File: src/lcb_norm.sv
// Iterative 3D vector length: floor(sqrt(dx^2+dy^2+dz^2)).
// Sum of squares through one shared multiplier, then one result bit a cycle.
// Depends on nothing outside this file.
module lcb_norm #(
    parameter int DW = 33
) (
    input  logic                 aclk,
    input  logic                 aresetn,
    input  logic                 start,
    input  logic signed [DW-1:0] dx,
    input  logic signed [DW-1:0] dy,
    input  logic signed [DW-1:0] dz,
    output logic                 done,
    output logic [DW-1:0]        root
);
    localparam int SW = 2 * DW + 2;
    localparam int CW = $clog2(DW + 3);

    logic [DW-1:0] mx_reg, my_reg, mz_reg;
    logic [SW-1:0] sum_reg;
    logic [DW-1:0] root_reg;
    logic [SW-1:0] rem_reg;
    logic [CW-1:0] cnt_reg;
    logic [1:0]    sq_reg;
    logic          busy_reg, sqr_reg, done_reg;
    logic [DW-1:0] mul_a;
    logic [2*DW-1:0] prod;

    logic [SW-1:0] rem_sh, trial;
    logic [CW-1:0] bit_pos;

    function automatic logic [DW-1:0] absv(input logic signed [DW-1:0] v);
        absv = v[DW-1] ? DW'(-v) : DW'(v);
    endfunction

    // One shared multiplier squares the three magnitudes in turn
    always_comb begin
        unique case (sq_reg)
            2'd0:    mul_a = mx_reg;
            2'd1:    mul_a = my_reg;
            default: mul_a = mz_reg;
        endcase
        prod = (2*DW)'(mul_a) * (2*DW)'(mul_a);
    end

    // Restoring square root step: bring down two bits, try 4r+1
    always_comb begin
        bit_pos = cnt_reg - CW'(1);
        rem_sh  = (rem_reg << 2) | SW'((sum_reg >> (2 * bit_pos)) & SW'(3));
        trial   = (SW'(root_reg) << 2) | SW'(1);
    end

    always_ff @(posedge aclk) begin
        if (!aresetn) begin
            busy_reg <= 1'b0;
            sqr_reg  <= 1'b0;
            done_reg <= 1'b0;
        end else begin
            done_reg <= 1'b0;
            if (start) begin
                busy_reg <= 1'b1;
                sqr_reg  <= 1'b0;
                sq_reg   <= 2'd0;
                mx_reg   <= absv(dx);
                my_reg   <= absv(dy);
                mz_reg   <= absv(dz);
                sum_reg  <= '0;
            end else if (busy_reg && !sqr_reg) begin
                sum_reg <= sum_reg + SW'(prod);
                if (sq_reg == 2'd2) begin
                    sqr_reg  <= 1'b1;
                    cnt_reg  <= CW'(DW + 1);
                    rem_reg  <= '0;
                    root_reg <= '0;
                end
                sq_reg <= sq_reg + 2'd1;
            end else if (busy_reg) begin
                if (rem_sh >= trial) begin
                    rem_reg  <= rem_sh - trial;
                    root_reg <= (root_reg << 1) | DW'(1);
                end else begin
                    rem_reg  <= rem_sh;
                    root_reg <= root_reg << 1;
                end
                cnt_reg <= bit_pos;
                if (bit_pos == '0) begin
                    busy_reg <= 1'b0;
                    done_reg <= 1'b1;
                end
            end
        end
    end

    assign done = done_reg;
    assign root = root_reg;
endmodule

File: config.mk
export PLATFORM = sky130hd
export DESIGN_NAME = lcb_norm
export DESIGN_NICKNAME = d
export VERILOG_FILES = /design/src/lcb_norm.sv
export SDC_FILE = /design/constraint.sdc
export NUM_CORES = 2
export LEC_CHECK = 0
export BUFFER_PORTS_ARGS = -buffer_cell sky130_fd_sc_hd__buf_2
export CAP_MARGIN = 20
export CORE_UTILIZATION = 40
export DETAILED_ROUTE_END_ITERATION = 10
export SYNTH_ARGS = -nofsm -noshare
export SYNTH_HDL_FRONTEND = slang
export SYNTH_SLANG_ARGS = --single-unit
File: constraint.sdc
create_clock -name aclk -period 12.4 [get_ports aclk]
set_input_delay 2.48 -clock aclk [delete_from_list [all_inputs] [get_ports aclk]]
set_output_delay 2.48 -clock aclk [all_outputs]
set_load 0.01 [all_outputs]
==> flow_summary.ini <==
[synthesis]
synth.distinct_cells = 85
ys_seq_area_share_pct = 17.3
syn_nets = 6362
synth_warnings = 0
syn_area_per_cell_sq_um = 9.51
async_flop_share_pct = 0
ys_dominant_reg_cell = edfxtp_1
synth.cell_area_sq_mm = 0.0478
syn_inst = 5026
ys_ff_latch = 277
synth_edf_count = 274

[global_route]
gr-total-overflow = 0
grt_pass1_vias = 37200
grt.total_usage_pct = 22.9
grt_max_degree = 92
grt_pass1_wl_mm = 213
antenna_found_initial = 9

[worst_setup_path]
cp-start-kind = register
worst_r2r_endpoint = sum_reg[60]$_SDFFCE_PP0P_
reg2reg_from = sq_reg[0]$_SDFFCE_PP0P_
reg2reg_slack_ps = 2060
path_class = reg -> reg
critPathRequiredTime_ps = 12750
crit_fanout = 34
endpoint_kind = register
cp_common_cell = inv_1
slowest_delay_ps = 540
critPathArrivalTime_ps = 10690
ff2ff_path_depth = 36
critPathLaunch = sq_reg[0]$_SDFFCE_PP0P_
crit_slowest_cell = nor2_4

[floorplan]
initial_core_util_pct = 40.4
dieArea_sq_mm = 0.121
core_area_sq_mm = 0.118
chipWidth_um = 348
die_h_um = 348
row_count = 126
num_io_pins = 136

[route]
drt_pre_antenna_iters = 5
wire_per_inst_um = 20.2
vias_per_cell = 5.19
vias = 34600
detail_route.iter0.violations = 2246
routed_wirelength_mm = 134
drc_errors = 0
antenna_left = 0

[sta]
timing.final.crit_share_pct = 83.4
max_clock_freq_ghz = 0.0967
slew_headroom_pct = 25.6
rsz0062_at_grt = false
worst_pin_slew_ps = 1120
fin_worst_skew_ps = 42.0
maxSlewViolCount = 0
tns_ps = 0
hold_viol = 0
setup-violations-final = 0
fin_crit_ps = 10340

[clock_network]
cts.clk_slew.worst_paths_ps = 60
ctsResizeCount = 0
cts_hold_buf = 0
root_buffer = clkbuf_16
numClockSinks = 277
cts_inserted_buffers = 37
cts_setup_buffers = 0
cts_tree = built
htree_levels = 2
clock_path_buffers = 3
clkLatencyLatePin_ps = 610

[hold_path]
worstHoldPathType = reg -> reg
min_from = busy_reg$_SDFFE_PN0P_
hold_path_end = sqr_reg$_SDFFE_PP0P_
hold_depth = 2

[placed_design]
portBuffers = 135
finalWeightedCongestion = 0.960
hpwlAfterDp_mm = 108

[flow_run]
drv_cap = 0

[cells_and_area]
area_growth_syn_to_layout_pct = 7.88
largest_reg_flops = 68
drive_above_1_share_pct = 6.83
regArea_sq_mm = 0.00829
fill_cells = 11500
num-nets-final = 6430
multi_input_area_sq_mm = 0.0342

[outcome]
status = finished, final reports clean
-- metrics by stage --
step	util [%]	instances	hold slack (ps)	setup slack (ps)	area, sq um
global placement	42.6	6591	550	2230	50400
finish	43.6	6664	567	2060	51600
floorplan	-	5026	490	1670	47800
CTS	43.6	6658	571	2090	51600
detailed placement	42.6	6591	560	2080	50400
global route	43.6	6659	600	1490	51600
-- cells in the final DEF (no fill, tap or decap), types with 34 or more instances in the layout --
cell	synthesis	layout
or3_1	39	39
a21o_1	91	91
buf_2	3	135
ha_1	310	310
o21ai_0	95	95
nor3_1	39	38
o31ai_1	45	45
xor2_1	42	42
a21oi_1	184	171
nand2_1	479	479
buf_4	0	82
nand3_1	47	47
nor2_1	428	427
clkbuf_16	0	37
fa_1	924	924
or4_1	34	34
xnor2_1	140	140
inv_1	1248	1248
edfxtp_1	274	274
-- how the worst max path moves through the flow --
stage | slack (ps) | end
finish | 2060 | sum_reg[60]$_SDFFCE_PP0P_
global route | 1490 | sum_reg[56]$_SDFFCE_PP0P_
CTS | 2090 | sum_reg[60]$_SDFFCE_PP0P_
detailed placement | 2080 | sum_reg[60]$_SDFFCE_PP0P_
global placement | 2230 | sum_reg[60]$_SDFFCE_PP0P_
floorplan | 1670 | cnt_reg[0]$_SDFFCE_PP0P_
-- logic make-up after synthesis --
kind of cell             after synthesis  synth area share (%)
XOR/XNOR                             182                  3.33
multiplexers                          35                  1.22
adder cells (fa/ha/maj)             1234                  46.8
AO/OA/AOI/OAI                        614                  8.48
AND/OR/NAND/NOR                     1235                  11.4
flip-flops                           277                  17.3
buffers and inverters               1449                  11.5
-- cells in the mapped netlist, drive strengths merged (11+ instances only) --
| library cell | number | area [sq um] |
|---|---|---|
| a211oi | 16 | 133 |
| a21o | 91 | 683 |
| a21oi | 185 | 937 |
| a22o | 27 | 236 |
| a31oi | 21 | 131 |
| and2 | 16 | 100 |
| and3 | 22 | 138 |
| buf | 17 | 101 |
| clkbuf | 171 | 642 |
| clkinv | 11 | 41.3 |
| edfxtp | 274 | 8230 |
| fa | 924 | 18500 |
| ha | 310 | 3880 |
| inv | 1250 | 4690 |
| mux2 | 13 | 146 |
| mux4 | 16 | 379 |
| nand2 | 479 | 1800 |
| nand2b | 25 | 156 |
| nand3 | 47 | 235 |
| nand4 | 30 | 188 |
| nor2 | 428 | 1610 |
| nor2b | 22 | 138 |
| nor3 | 40 | 205 |
| nor4 | 18 | 113 |
| o21a | 13 | 97.6 |
| o21ai | 99 | 499 |
| o21bai | 23 | 173 |
| o31ai | 46 | 350 |
| o41ai | 17 | 149 |
| or2 | 14 | 87.6 |
| or3 | 40 | 255 |
| or4 | 34 | 255 |
| xnor2 | 140 | 1230 |
| xor2 | 42 | 368 |
-- layer usage --
| metal | global-route usage (%) | share of wire (%) | vias to the layer above |
|---|---|---|---|
| li1 | - | - | 15700 |
| met1 | 30.5 | 43 | 17400 |
| met2 | 37.4 | 47 | 1213 |
| met3 | 4.13 | 7.2 | 247 |
| met4 | 7.95 | 3.7 | 6 |
| met5 | 0 | 0.030 | - |
-- cell type report --
class | count | area share (%)
multi-input combinational | 3300 | 66.2
sequential | 277 | 16.1
inverter | 1261 | 9.18
tap | 1536 | 3.73
timing repair buffer | 217 | 2.50
clock buffer | 44 | 1.85
clock inverter | 23 | 0.444
antenna | 6 | 0.0291
-- critical path: cells and delay by family, from the launching register on --
family	cells	cell delay [ps]
simple gates	3	1010
buf+inv	14	2030
compound gates	8	1730
flops	1	370
mux	1	350
fa+ha+maj	10	4590
Power is left out: the tool's default activity adds up to more than one toggle a clock period on the data nets, which glitch-free logic cannot reach.
